[src/sv/adsr_vca_pkg.sv]
package adsr_vca_pkg;

	localparam int SMP_W      = 16;
	localparam int TICK_W     = 24;
	localparam int ELAPSED_W  = 25;
	localparam int LEVEL_W    = 16;
	localparam int QUO_W      = 16;
	localparam int CNT_W      = $clog2(QUO_W);
	localparam int REM_W      = 40;
	localparam int MUL_A_W    = 17;
	localparam int MUL_B_W    = 25;
	localparam int PROD_W     = MUL_A_W + MUL_B_W;
	localparam int KIND_W     = 2;
	localparam int CFG_IDX_W  = 8;
	localparam int CFG_DATA_W = 24;

	localparam logic [LEVEL_W-1:0]   FULL_SCALE  = 16'h8000;
	localparam logic [ELAPSED_W-1:0] ELAPSED_MAX = '1;

	// input word kinds
	localparam logic [KIND_W-1:0] KIND_TICK     = 2'd0;
	localparam logic [KIND_W-1:0] KIND_NOTE_ON  = 2'd1;
	localparam logic [KIND_W-1:0] KIND_NOTE_OFF = 2'd2;

	// register indexes
	localparam logic [CFG_IDX_W-1:0] REG_ATTACK  = 8'd0;
	localparam logic [CFG_IDX_W-1:0] REG_DECAY   = 8'd1;
	localparam logic [CFG_IDX_W-1:0] REG_SUSTAIN = 8'd2;
	localparam logic [CFG_IDX_W-1:0] REG_RELEASE = 8'd3;

	localparam logic [TICK_W-1:0]  ATTACK_RST  = 24'd4800;
	localparam logic [TICK_W-1:0]  DECAY_RST   = 24'd9600;
	localparam logic [LEVEL_W-1:0] SUSTAIN_RST = 16'd16384;
	localparam logic [TICK_W-1:0]  RELEASE_RST = 24'd12000;

	typedef enum logic [1:0] {
		PH_IDLE,
		PH_ATTACK_DECAY,
		PH_SUSTAIN,
		PH_RELEASE
	} phase_t;

	typedef enum logic [1:0] {
		SEG_CONST,
		SEG_ATTACK,
		SEG_DECAY,
		SEG_RELEASE
	} seg_t;

	typedef enum logic [2:0] {
		ST_IDLE,
		ST_EVAL,
		ST_MUL,
		ST_DIV,
		ST_LEVEL,
		ST_SCALE_L,
		ST_SCALE_R,
		ST_EMIT
	} state_t;

	typedef struct packed {
		logic accept;
		logic eval;
		logic mul;
		logic div_step;
		logic level;
		logic scale_l;
		logic scale_r;
		logic emit;
	} cmd_t;

	typedef struct packed {
		logic need_div;
		logic div_last;
		logic out_free;
	} sts_t;

endpackage

[src/sv/adsr_vca_if.sv]
interface adsr_vca_in_if import adsr_vca_pkg::*; ();
	logic                     valid;
	logic                     ready;
	logic [KIND_W-1:0]        kind;
	logic signed [SMP_W-1:0]  left_in;
	logic signed [SMP_W-1:0]  right_in;

	modport source (output valid, kind, left_in, right_in, input ready);
	modport sink (input valid, kind, left_in, right_in, output ready);
endinterface

interface adsr_vca_out_if import adsr_vca_pkg::*; ();
	logic                     valid;
	logic                     ready;
	logic signed [SMP_W-1:0]  left_out;
	logic signed [SMP_W-1:0]  right_out;
	logic [LEVEL_W-1:0]       level_out;

	modport source (output valid, left_out, right_out, level_out, input ready);
	modport sink (input valid, left_out, right_out, level_out, output ready);
endinterface

interface adsr_vca_cfg_if import adsr_vca_pkg::*; ();
	logic                     valid;
	logic                     ready;
	logic [CFG_IDX_W-1:0]     index;
	logic [CFG_DATA_W-1:0]    data;

	modport source (output valid, index, data, input ready);
	modport sink (input valid, index, data, output ready);
endinterface

[src/sv/adsr_vca_ctrl.sv]
module adsr_vca_ctrl import adsr_vca_pkg::*; (
	input  logic              clk,
	input  logic              arst_n,
	input  logic              in_valid,
	input  logic [KIND_W-1:0] in_kind,
	output logic              in_ready,
	input  sts_t              sts,
	output cmd_t              cmd
);

	state_t state_q;
	state_t state_d;

	always_ff @(posedge clk or negedge arst_n) begin
		if (!arst_n) begin
			state_q <= ST_IDLE;
		end else begin
			state_q <= state_d;
		end
	end

	always_comb begin
		state_d = state_q;
		unique case (state_q)
			ST_IDLE: begin
				if (in_valid && in_kind == KIND_TICK) begin
					state_d = ST_EVAL;
				end
			end
			ST_EVAL: begin
				state_d = sts.need_div ? ST_MUL : ST_SCALE_L;
			end
			ST_MUL: begin
				state_d = ST_DIV;
			end
			ST_DIV: begin
				if (sts.div_last) begin
					state_d = ST_LEVEL;
				end
			end
			ST_LEVEL: begin
				state_d = ST_SCALE_L;
			end
			ST_SCALE_L: begin
				state_d = ST_SCALE_R;
			end
			ST_SCALE_R: begin
				state_d = ST_EMIT;
			end
			ST_EMIT: begin
				if (sts.out_free) begin
					state_d = ST_IDLE;
				end
			end
			default: begin
				state_d = ST_IDLE;
			end
		endcase
	end

	always_comb begin
		cmd      = '0;
		in_ready = 1'b0;
		unique case (state_q)
			ST_IDLE: begin
				in_ready   = 1'b1;
				cmd.accept = in_valid;
			end
			ST_EVAL:    cmd.eval     = 1'b1;
			ST_MUL:     cmd.mul      = 1'b1;
			ST_DIV:     cmd.div_step = 1'b1;
			ST_LEVEL:   cmd.level    = 1'b1;
			ST_SCALE_L: cmd.scale_l  = 1'b1;
			ST_SCALE_R: cmd.scale_r  = 1'b1;
			ST_EMIT:    cmd.emit     = sts.out_free;
			default: begin
				cmd = '0;
			end
		endcase
	end

endmodule

[src/sv/adsr_vca_dp.sv]
module adsr_vca_dp import adsr_vca_pkg::*; (
	input  logic                     clk,
	input  logic                     arst_n,
	input  cmd_t                     cmd,
	output sts_t                     sts,
	input  logic [KIND_W-1:0]        in_kind,
	input  logic signed [SMP_W-1:0]  in_left,
	input  logic signed [SMP_W-1:0]  in_right,
	input  logic                     cfg_we,
	input  logic [CFG_IDX_W-1:0]     cfg_idx,
	input  logic [CFG_DATA_W-1:0]    cfg_data,
	output logic                     out_valid,
	input  logic                     out_ready,
	output logic signed [SMP_W-1:0]  out_left,
	output logic signed [SMP_W-1:0]  out_right,
	output logic [LEVEL_W-1:0]       out_level
);

	// settings
	logic [TICK_W-1:0]  attack_q, decay_q, release_q;
	logic [LEVEL_W-1:0] sustain_q;

	// envelope state
	phase_t                 phase_q;
	logic [ELAPSED_W-1:0]   elapsed_q;

	// per-tick working registers
	logic signed [SMP_W-1:0] left_q, right_q;
	seg_t                    seg_q;
	logic [LEVEL_W-1:0]      m_q;
	logic [TICK_W-1:0]       x_q;
	logic [TICK_W-1:0]       den_q;
	logic [LEVEL_W-1:0]      level_q;
	logic [REM_W-1:0]        rem_q;
	logic [REM_W-1:0]        dsh_q;
	logic [QUO_W-1:0]        quo_q;
	logic [CNT_W-1:0]        cnt_q;
	logic signed [SMP_W-1:0] scl_l_q, scl_r_q;

	// output register
	logic                    out_valid_q;
	logic signed [SMP_W-1:0] out_left_q, out_right_q;
	logic [LEVEL_W-1:0]      out_level_q;

	// segment decode
	seg_t                 seg_d;
	phase_t               phase_d;
	logic [LEVEL_W-1:0]   m_d;
	logic [TICK_W-1:0]    x_d;
	logic [TICK_W-1:0]    den_d;
	logic [LEVEL_W-1:0]   const_lvl_d;
	logic                 e_lt_a, ema_lt_d, e_lt_r;
	logic [ELAPSED_W-1:0] e_minus_a;

	// shared multiplier
	logic signed [MUL_A_W-1:0] mul_a;
	logic signed [MUL_B_W-1:0] mul_b;
	logic signed [PROD_W-1:0]  prod;
	logic                      rem_ge;

	logic [LEVEL_W-1:0] sustain_wr;

	assign sustain_wr = (cfg_data[LEVEL_W-1:0] > FULL_SCALE) ? FULL_SCALE
		: cfg_data[LEVEL_W-1:0];

	always_ff @(posedge clk or negedge arst_n) begin
		if (!arst_n) begin
			attack_q  <= ATTACK_RST;
			decay_q   <= DECAY_RST;
			sustain_q <= SUSTAIN_RST;
			release_q <= RELEASE_RST;
		end else if (cfg_we) begin
			unique case (cfg_idx)
				REG_ATTACK:  attack_q  <= cfg_data[TICK_W-1:0];
				REG_DECAY:   decay_q   <= cfg_data[TICK_W-1:0];
				REG_SUSTAIN: sustain_q <= sustain_wr;
				REG_RELEASE: release_q <= cfg_data[TICK_W-1:0];
				default: begin
				end
			endcase
		end
	end

	assign e_lt_a    = elapsed_q < {1'b0, attack_q};
	assign e_minus_a = elapsed_q - {1'b0, attack_q};
	assign ema_lt_d  = e_minus_a < {1'b0, decay_q};
	assign e_lt_r    = elapsed_q < {1'b0, release_q};

	always_comb begin
		seg_d       = SEG_CONST;
		phase_d     = phase_q;
		m_d         = FULL_SCALE;
		x_d         = elapsed_q[TICK_W-1:0];
		den_d       = attack_q;
		const_lvl_d = '0;
		unique case (phase_q)
			PH_ATTACK_DECAY: begin
				if (e_lt_a) begin
					seg_d = SEG_ATTACK;
				end else if (ema_lt_d) begin
					seg_d = SEG_DECAY;
					m_d   = FULL_SCALE - sustain_q;
					x_d   = e_minus_a[TICK_W-1:0];
					den_d = decay_q;
				end else begin
					phase_d     = PH_SUSTAIN;
					const_lvl_d = sustain_q;
				end
			end
			PH_SUSTAIN: begin
				const_lvl_d = sustain_q;
			end
			PH_RELEASE: begin
				if (e_lt_r) begin
					seg_d = SEG_RELEASE;
					m_d   = sustain_q;
					x_d   = release_q - elapsed_q[TICK_W-1:0];
					den_d = release_q;
				end else begin
					phase_d = PH_IDLE;
				end
			end
			default: begin
				const_lvl_d = '0;
			end
		endcase
	end

	always_ff @(posedge clk or negedge arst_n) begin
		if (!arst_n) begin
			phase_q   <= PH_IDLE;
			elapsed_q <= '0;
		end else if (cmd.accept) begin
			if (in_kind == KIND_NOTE_ON) begin
				phase_q   <= PH_ATTACK_DECAY;
				elapsed_q <= '0;
			end else if (in_kind == KIND_NOTE_OFF) begin
				phase_q   <= PH_RELEASE;
				elapsed_q <= '0;
			end
		end else if (cmd.eval) begin
			phase_q <= phase_d;
			if (elapsed_q != ELAPSED_MAX) begin
				elapsed_q <= elapsed_q + 1'b1;
			end
		end
	end

	always_comb begin
		if (cmd.mul) begin
			mul_a = {1'b0, m_q};
			mul_b = {1'b0, x_q};
		end else if (cmd.scale_r) begin
			mul_a = {1'b0, level_q};
			mul_b = {{(MUL_B_W-SMP_W){right_q[SMP_W-1]}}, right_q};
		end else begin
			mul_a = {1'b0, level_q};
			mul_b = {{(MUL_B_W-SMP_W){left_q[SMP_W-1]}}, left_q};
		end
	end

	assign prod   = mul_a * mul_b;
	assign rem_ge = rem_q >= dsh_q;

	always_ff @(posedge clk) begin
		if (cmd.accept && in_kind == KIND_TICK) begin
			left_q  <= in_left;
			right_q <= in_right;
		end
		if (cmd.eval) begin
			seg_q   <= seg_d;
			m_q     <= m_d;
			x_q     <= x_d;
			den_q   <= den_d;
			level_q <= const_lvl_d;
		end
		if (cmd.mul) begin
			rem_q <= prod[REM_W-1:0];
			dsh_q <= {{(REM_W-TICK_W-QUO_W+1){1'b0}}, den_q, {(QUO_W-1){1'b0}}};
			quo_q <= '0;
			cnt_q <= CNT_W'(QUO_W - 1);
		end
		// restoring division, one quotient bit per cycle
		if (cmd.div_step) begin
			if (rem_ge) begin
				rem_q <= rem_q - dsh_q;
			end
			quo_q <= {quo_q[QUO_W-2:0], rem_ge};
			dsh_q <= dsh_q >> 1;
			cnt_q <= cnt_q - 1'b1;
		end
		if (cmd.level) begin
			level_q <= (seg_q == SEG_DECAY) ? (FULL_SCALE - quo_q) : quo_q;
		end
		// arithmetic shift by 15 of the scaled sample
		if (cmd.scale_l) begin
			scl_l_q <= prod[SMP_W+14:15];
		end
		if (cmd.scale_r) begin
			scl_r_q <= prod[SMP_W+14:15];
		end
		if (cmd.emit) begin
			out_left_q  <= scl_l_q;
			out_right_q <= scl_r_q;
			out_level_q <= level_q;
		end
	end

	always_ff @(posedge clk or negedge arst_n) begin
		if (!arst_n) begin
			out_valid_q <= 1'b0;
		end else if (cmd.emit) begin
			out_valid_q <= 1'b1;
		end else if (out_ready) begin
			out_valid_q <= 1'b0;
		end
	end

	assign sts.need_div = seg_d != SEG_CONST;
	assign sts.div_last = cnt_q == '0;
	assign sts.out_free = !out_valid_q || out_ready;

	assign out_valid = out_valid_q;
	assign out_left  = out_left_q;
	assign out_right = out_right_q;
	assign out_level = out_level_q;

endmodule

[src/sv/adsr_envelope_stereo_vca.sv]
// Linear ADSR envelope driving a stereo VCA.
// din carries one word per event: kind tick (with a left/right sample pair),
// note on or note off. Note words change the envelope phase in the cycle they
// are taken and give no result. Each tick word gives one dout word: both
// samples scaled by the envelope level (arithmetic shift by 15) and the level.
// cfg writes attack, decay, sustain and release settings (indexes 0 to 3); it
// is always ready and is meant to be written while no tick is in flight.
// A tick goes through eval, scale left, scale right and emit while the level
// is constant (idle, sustain); on a ramp, multiply, divide and level steps lie
// between eval and scale left. On a ramp the level comes from a shared
// restoring divider that makes one quotient bit per cycle, after its dividend
// is formed in the shared 17x25 multiplier. One word is worked at a time.
// Note words are handled in the idle state and need no further steps.
// The finished word waits in an output register; din is taken again while it
// waits, but a following tick holds in its last step until dout is free.
// Reset loads the default settings, the idle phase and a zero tick count, and
// clears dout valid.
module adsr_envelope_stereo_vca import adsr_vca_pkg::*; (
	input logic           clk,
	input logic           arst_n,
	adsr_vca_in_if.sink   din,
	adsr_vca_out_if.source dout,
	adsr_vca_cfg_if.sink  cfg
);

	cmd_t cmd;
	sts_t sts;
	logic in_ready;

	adsr_vca_ctrl u_ctrl (
		.clk      (clk),
		.arst_n   (arst_n),
		.in_valid (din.valid),
		.in_kind  (din.kind),
		.in_ready (in_ready),
		.sts      (sts),
		.cmd      (cmd)
	);

	adsr_vca_dp u_dp (
		.clk       (clk),
		.arst_n    (arst_n),
		.cmd       (cmd),
		.sts       (sts),
		.in_kind   (din.kind),
		.in_left   (din.left_in),
		.in_right  (din.right_in),
		.cfg_we    (cfg.valid),
		.cfg_idx   (cfg.index),
		.cfg_data  (cfg.data),
		.out_valid (dout.valid),
		.out_ready (dout.ready),
		.out_left  (dout.left_out),
		.out_right (dout.right_out),
		.out_level (dout.level_out)
	);

	assign din.ready = in_ready;
	assign cfg.ready = 1'b1;

`ifndef ASSERT_OFF
	// a result is never written over one that is still waiting
	assert property (@(posedge clk) disable iff (!arst_n)
		cmd.emit |-> (!dout.valid || dout.ready))
		else $error("result register overwritten");

	// an accepted tick starts the level evaluation next cycle
	assert property (@(posedge clk) disable iff (!arst_n)
		(din.valid && din.ready && din.kind == KIND_TICK) |=> cmd.eval)
		else $error("tick accepted without evaluation");

	// no input is taken during the eval, multiply or divide steps
	assert property (@(posedge clk) disable iff (!arst_n)
		(cmd.div_step || cmd.mul || cmd.eval) |-> !din.ready)
		else $error("input taken during computation");

	// the applied level never exceeds full scale
	assert property (@(posedge clk) disable iff (!arst_n)
		dout.valid |-> (dout.level_out <= FULL_SCALE))
		else $error("level above full scale");
`endif

endmodule

[src/flat_wrapper.sv]
// flat-port wrapper written by rule: the top's interface ports become plain ports
module adsr_envelope_stereo_vca_flat import adsr_vca_pkg::*;
  (clk, arst_n, din_valid, din_kind, din_left_in, din_right_in, din_ready, dout_valid, dout_left_out, dout_right_out, dout_level_out, dout_ready, cfg_valid, cfg_index, cfg_data, cfg_ready);
  adsr_vca_in_if din_i ();
  adsr_vca_out_if dout_i ();
  adsr_vca_cfg_if cfg_i ();
  input logic clk;
  input logic arst_n;
  input wire logic [$bits(din_i.valid)-1:0] din_valid;
  input wire logic [$bits(din_i.kind)-1:0] din_kind;
  input wire logic [$bits(din_i.left_in)-1:0] din_left_in;
  input wire logic [$bits(din_i.right_in)-1:0] din_right_in;
  output wire logic [$bits(din_i.ready)-1:0] din_ready;
  output wire logic [$bits(dout_i.valid)-1:0] dout_valid;
  output wire logic [$bits(dout_i.left_out)-1:0] dout_left_out;
  output wire logic [$bits(dout_i.right_out)-1:0] dout_right_out;
  output wire logic [$bits(dout_i.level_out)-1:0] dout_level_out;
  input wire logic [$bits(dout_i.ready)-1:0] dout_ready;
  input wire logic [$bits(cfg_i.valid)-1:0] cfg_valid;
  input wire logic [$bits(cfg_i.index)-1:0] cfg_index;
  input wire logic [$bits(cfg_i.data)-1:0] cfg_data;
  output wire logic [$bits(cfg_i.ready)-1:0] cfg_ready;
  assign din_i.valid = din_valid;
  assign din_i.kind = din_kind;
  assign din_i.left_in = din_left_in;
  assign din_i.right_in = din_right_in;
  assign din_ready = din_i.ready;
  assign dout_valid = dout_i.valid;
  assign dout_left_out = dout_i.left_out;
  assign dout_right_out = dout_i.right_out;
  assign dout_level_out = dout_i.level_out;
  assign dout_i.ready = dout_ready;
  assign cfg_i.valid = cfg_valid;
  assign cfg_i.index = cfg_index;
  assign cfg_i.data = cfg_data;
  assign cfg_ready = cfg_i.ready;
  adsr_envelope_stereo_vca u_core (.clk(clk), .arst_n(arst_n), .din(din_i), .dout(dout_i), .cfg(cfg_i));
endmodule
[config.mk]
export PLATFORM = sky130hd
export DESIGN_NAME = adsr_envelope_stereo_vca_flat
export DESIGN_NICKNAME = d
export VERILOG_FILES = /design/src/sv/adsr_vca_pkg.sv /design/src/sv/adsr_vca_if.sv /design/src/sv/adsr_vca_ctrl.sv /design/src/sv/adsr_vca_dp.sv /design/src/sv/adsr_envelope_stereo_vca.sv /design/src/flat_wrapper.sv
export SDC_FILE = /design/constraint.sdc
export NUM_CORES = 2
export LEC_CHECK = 0
export BUFFER_PORTS_ARGS = -buffer_cell sky130_fd_sc_hd__buf_2
export CORE_UTILIZATION = 65
export CTS_CLUSTER_DIAMETER = 200
export CTS_CLUSTER_SIZE = 20
export DETAILED_ROUTE_END_ITERATION = 12
export GPL_TIMING_DRIVEN = 0
export PLACE_DENSITY = 0.86
export SLEW_MARGIN = 10
export SYNTH_ARGS = -nofsm -noshare
export SYNTH_HDL_FRONTEND = slang
export SYNTH_SLANG_ARGS = --single-unit
[constraint.sdc]
create_clock -name clk -period 8.9 [get_ports clk]
set_clock_uncertainty 0.05 [all_clocks]
set_input_delay 0.445 -clock clk [delete_from_list [all_inputs] [get_ports clk]]
set_output_delay 0.445 -clock clk [all_outputs]
set_load 0.02 [all_outputs]
* Word level (Yosys, flattened, before mapping)
Index checks and enable logic that the tools add are counted. Widths: inputs -> output; s select.
Storage, ports and cells: register bits 412, bits of input ports 71, output and inout bits 51, logic and storage cells 148
Cells by class: add/sub/neg operators 7, $mul 1, order comparisons 5, eq/ne operators 24, mux-type cells 64, reductions and logical operators 22
Operators with widths (number):
- $mux 16 | 12
- $mux 25 | 7
- $mux 24 | 6
- $mux 40 | 3
- $pmux 24 s2 | 2
- $lt 25x24->1 | 3
- $pmux 16 s2 | 2
- $ge 40x39->1 | 1
- $mul 17x25->40 | 1
- $sub 40x39->40 | 1
- $mux 39 | 1
- $mux 38 | 1
- $sub 16x16->16 const A | 2
- $add 25x1->25 const B | 1
- $ne 25x25->1 const B | 1
- $sub 25x24->25 | 1
- $pmux 3 s8 | 1
- $sub 24x24->24 | 1
- $mux 2 | 10
- $eq 8x2->1 const B | 2
- $gt 16x16->1 const B | 1
- $eq 3x3->1 const B | 4
- $mux 3 | 4
- $reduce_bool 2->1 | 6
- 24 further kinds | 49

* Longest topological paths before layout
depth in word-level cells 8, mapped depth 31, mapped depth without buffers 26

* Hierarchy
From an unflattened synthesis, not the netlist that was laid out.
Unflattened totals: cells, all modules 3847, area, all modules 37156.9 um^2
By module, submodules not included:
- adsr_vca_dp | times used 1, cells an instance 3814, area each 36842.8 um^2, seq. area each 11320.9 um^2
- adsr_vca_ctrl | times used 1, cells an instance 31, area each 302.8 um^2, seq. area each 75.1 um^2
- adsr_envelope_stereo_vca | times used 1, cells an instance 2, area each 11.3 um^2, seq. area each 0.0 um^2

* Least setup slack after synthesis
No wires, ideal clock.
path type flip-flop to flip-flop, start reg u_core.u_ctrl.state_q[1], end reg u_core.u_dp.rem_q[34], library setup time 0.122 ns, data arrival time 7.664 ns, data required time 8.728 ns, setup slack 1.064 ns, cell stages (with the launch flop) 28, clock period less this slack 7.836 ns, path through dfrtp_1 > clkbuf_1 > nand2b_1 > nor2_1 > clkbuf_1 > mux2i_1 > clkbuf_1 > nor2_1 > fa_1 > inv_1 > fa_1 > fa_1 > fa_1 > inv_1 > fa_1 > inv_1 > fa_1 > inv_1 > ha_1 > a21o_1 > a221oi_2 > o21ai_0 > o311ai_1 > nand2_1 > a211o_1 > a311o_1 > a32oi_1 > mux2i_1
Between the ends: cells in the longest elaborated chain, start to end 8
Ends and longest elaborated chain:
- start: declaration | line adsr_vca_ctrl.sv:11 | state_t state_q;
- start signal: assignment | line adsr_vca_ctrl.sv:18 | state_q <= state_d;
- $eq 3x3->1 | line adsr_vca_ctrl.sv:64 | unique case (state_q)
- $mux 1 | line adsr_vca_ctrl.sv:64
- $mux 25 | line adsr_vca_dp.sv:153 | end else if (cmd.scale_r) begin
- $mux 25 | line adsr_vca_dp.sv:150 | if (cmd.mul) begin
- $mul 17x25->40 | line adsr_vca_dp.sv:162 | assign prod = mul_a * mul_b;
- $mux 40 | line adsr_vca_dp.sv:177 | if (cmd.mul) begin
- $mux 40 | line adsr_vca_dp.sv:185 | if (rem_ge) begin
- $mux 40 (*) | line adsr_vca_dp.sv:184 | if (cmd.div_step) begin
- end signal: assignment | line adsr_vca_dp.sv:178 | rem_q <= prod[REM_W-1:0];
- end signal: assignment | line adsr_vca_dp.sv:186 | rem_q <= rem_q - dsh_q;
- end: declaration | line adsr_vca_dp.sv:34 | logic [REM_W-1:0] rem_q;
Every way passes the cells marked *; elsewhere a longest branch is shown, timed or not. A chain may end at the register's enable or synchronous reset.

* Final worst setup path
start reg u_core.u_ctrl.state_q[2], end reg u_core.u_dp.rem_q[34]
The elaborated chain is that of the path after synthesis.

==> key figures <==
Critical path
  – Slowest stage delay, CP: 0.57 ns
  – Crit-path slowest cell: dfrtp_4
  – Reg2reg end: u_core.u_dp.rem_q[34]$_DFF_P_
  – Crit path DAT: 9.19 ns
  – Worst reg2reg setup slack: 0.12 ns
  – Worst Path Max Fanout: 12
  – Cell count of the worst reg-to-reg path: 29
  – Setup crit end kind: flip-flop
  – Reg2Reg Launch Point: u_core.u_ctrl.state_q[2]$_DFFE_PN0P_
  – Setup crit start kind: flip-flop
  – Required time of the critical path: 9.31 ns
  – Setup CP Type: flip-flop to flip-flop

Final layout
  – Fin nets: 4,819
  – Most common cell after layout, fill and taps aside: inv_1
  – Area Growth Syn to Fin: 7.69%
  – Finished Layout Cells: 4,902
  – Layout cell share with drive strength beyond 1: 0.0755
  – Most frequent cells in the layout: inv_1, nand2_1, fa_1

Hold path
  – Worst hold start: din_left_in[2]
  – Worst min-delay path class: input port to flip-flop
  – Worst hold stages: 1
  – Hold EP: u_core.u_dp.left_q[2]$_DFFE_PP_

Die
  – Ports: 122
  – Chip width: 242 microns
  – CORE AREA: 56,500 sq um
  – Initial core utilization: 0.660
  – Die ar.: 58,300 sq um
  – Rows: 87
  – Die Height: 242 microns

Routing
  – Drt pass-1 iters: 7
  – Initial DRC Count: 3,402
  – DR DRC count: 0
  – Routed via count: 30,800
  – WL/cell: 24.5 microns
  – Via density: 6.27
  – Antenna-violating nets left: 0
  – DRT Wirelength: 120,000 microns

Clock network
  – Num CTS Buffers: 24
  – CTS tree: yes
  – Clk Latency, worst-skew pair: 0.61 ns
  – Clk sinks: 412
  – Clk buf depth: 3
  – H-tree depth: 1
  – Clock-pin slew on the worst setup and hold paths: 0.09 ns
  – Clock root buffer: clkbuf_16
  – Post-CTS Setup Bufs: 0

Logic synthesis
  – Mapped cell area: 37,300 sq um
  – Mapped Cells: 3,954
  – Ys Warns: 0
  – Post-Syn Nets: 4,647
  – Async SR Flop Fraction: 0.289
  – Ys flop type: edfxtp_1
  – Number of synthesized flops with an enable pin: 253
  – Mapped Avg Cell Area: 9.43 sq um
  – Sequential fraction of the synthesis area: 0.306
  – Synth cell types: 89
  – Flop and latch count out of synthesis: 412

STA
  – Final hold vios: 0
  – F_max: 114 MHz
  – Final setup TNS: 0 ns
  – Worst slew pin tran: 1.38 ns
  – Max Slew Vio Count: 0
  – Final number of setup-violating endpoints: 0
  – Setup ws final: 0.121 ns
  – Hold Slack: 0.0142 ns
  – Fin crit share: 0.986
  – Post-layout minimum cycle time: 8.78 ns
  – Rel. slew slack: 0.0758

GRT
  – First-pass GRT wire length: 182,000 microns
  – Total grt overflow: 0
  – Vias in the first global route: 31,000
  – Largest net degree at the start of global routing: 70
  – Tot GR Track Use: 0.413
  – Initial antenna violation count: 4

Placement
  – Post-placement cell count: 4,835
  – GP Congestion: 1.01
  – DP Worst Slack: -1.09 ns
  – Buffers on Ports: 120
  – HPWL Detailed: 95,000 microns

Run status
  – Status: complete, no violations

Job
  – Maxcap violations: 0
[worst max-delay path, delay by kind of cell (launching register included)]
kind            cells  cell delay, ns
flops               1            0.57
compound gates      6            1.97
fa+ha+maj           7            3.43
simple gates        6            1.08
mux                 1            0.10
buf+inv             9            1.42
[stage by stage]
step	cell area, sq um	utilization
global route	40200	0.711
CTS	40100	0.710
detailed placement	39000	0.690
finish	40200	0.711
floorplan	37300	-
global placement	38800	0.687
[registers in the layout (all words and copies together), names as in the netlist, 24 cells and up]
signal,flops
u_core.u_dp.rem_q,40
u_core.u_dp.dsh_q,39
u_core.u_dp.elapsed_q,25
u_core.u_dp.attack_q,24
u_core.u_dp.decay_q,24
u_core.u_dp.den_q,24
u_core.u_dp.release_q,24
u_core.u_dp.x_q,24
[layer usage]
metal	vias to the layer above	track usage	part of all wire
met4	4	0.274	0.081
li1	13400	-	-
met1	14900	0.508	0.35
met3	479	0.0775	0.10
met5	-	0	0.00018
met2	1884	0.669	0.46
[worst max-delay path by stage]
stage / endpoint / depth (start not counted) / start / slack (ns)
after CTS: u_core.u_dp.rem_q[39]$_DFF_P_ / 28 / u_core.u_ctrl.state_q[1]$_DFFE_PN0P_ / 0.0004
after global placement: u_core.u_dp.rem_q[26]$_DFF_P_ / 27 / u_core.u_ctrl.state_q[1]$_DFFE_PN0P_ / -0.92
after detailed placement: u_core.u_dp.rem_q[26]$_DFF_P_ / 27 / u_core.u_ctrl.state_q[1]$_DFFE_PN0P_ / -1.09
after floorplan: u_core.u_dp.rem_q[34]$_DFF_P_ / 27 / u_core.u_ctrl.state_q[1]$_DFFE_PN0P_ / 1.06
final: u_core.u_dp.rem_q[34]$_DFF_P_ / 29 / u_core.u_ctrl.state_q[2]$_DFFE_PN0P_ / 0.12
after global routing: u_core.u_dp.rem_q[34]$_DFF_P_ / 29 / u_core.u_ctrl.state_q[2]$_DFFE_PN0P_ / -0.07
[Yosys cell counts, drive strengths merged, types with 55 or more instances]
library cell / instances / share of area
inv: 625 / 0.063
ha: 240 / 0.081
nand2: 534 / 0.054
a21oi: 188 / 0.025
dfrtp: 103 / 0.069
edfxtp: 253 / 0.20
mux2i: 82 / 0.022
clkbuf: 131 / 0.013
xnor2: 104 / 0.024
fa: 382 / 0.21
o21ai: 206 / 0.028
nor2: 288 / 0.029
o21a: 55 / 0.011
[area by class of cell]
type | count | area, sq um
Clock inverter | 2 | 25.0
Timing Repair Buffer | 152 | 980
Antenna cell | 2 | 5.00
Tap cell | 756 | 946
Clock buffer | 42 | 668
Inverter | 626 | 2350
Buffer | 151 | 681
Multi-Input combinational cell | 2759 | 23100
Sequential cell | 412 | 11400
Fill cell | 4300 | 16300
[cell families after synthesis]
| family | synth area share |
|---|---|
| simple gates | 0.131 |
| compound gates | 0.132 |
| buf+inv | 0.0793 |
| fa+ha+maj | 0.286 |
| other cells | 0.000101 |
| mux | 0.0308 |
| flops | 0.306 |
| xor+xnor | 0.0364 |
[what timing repair did]
action	CTS	global route
endpoints found under the hold margin	85	0
endpoints found under the setup margin	49	39
hold buffers	27	0
cloned	0	0
gates resized for setup	68	31
Power is left out: the tool's default activity adds up to more than one toggle a clock period on the data nets, which glitch-free logic cannot reach.
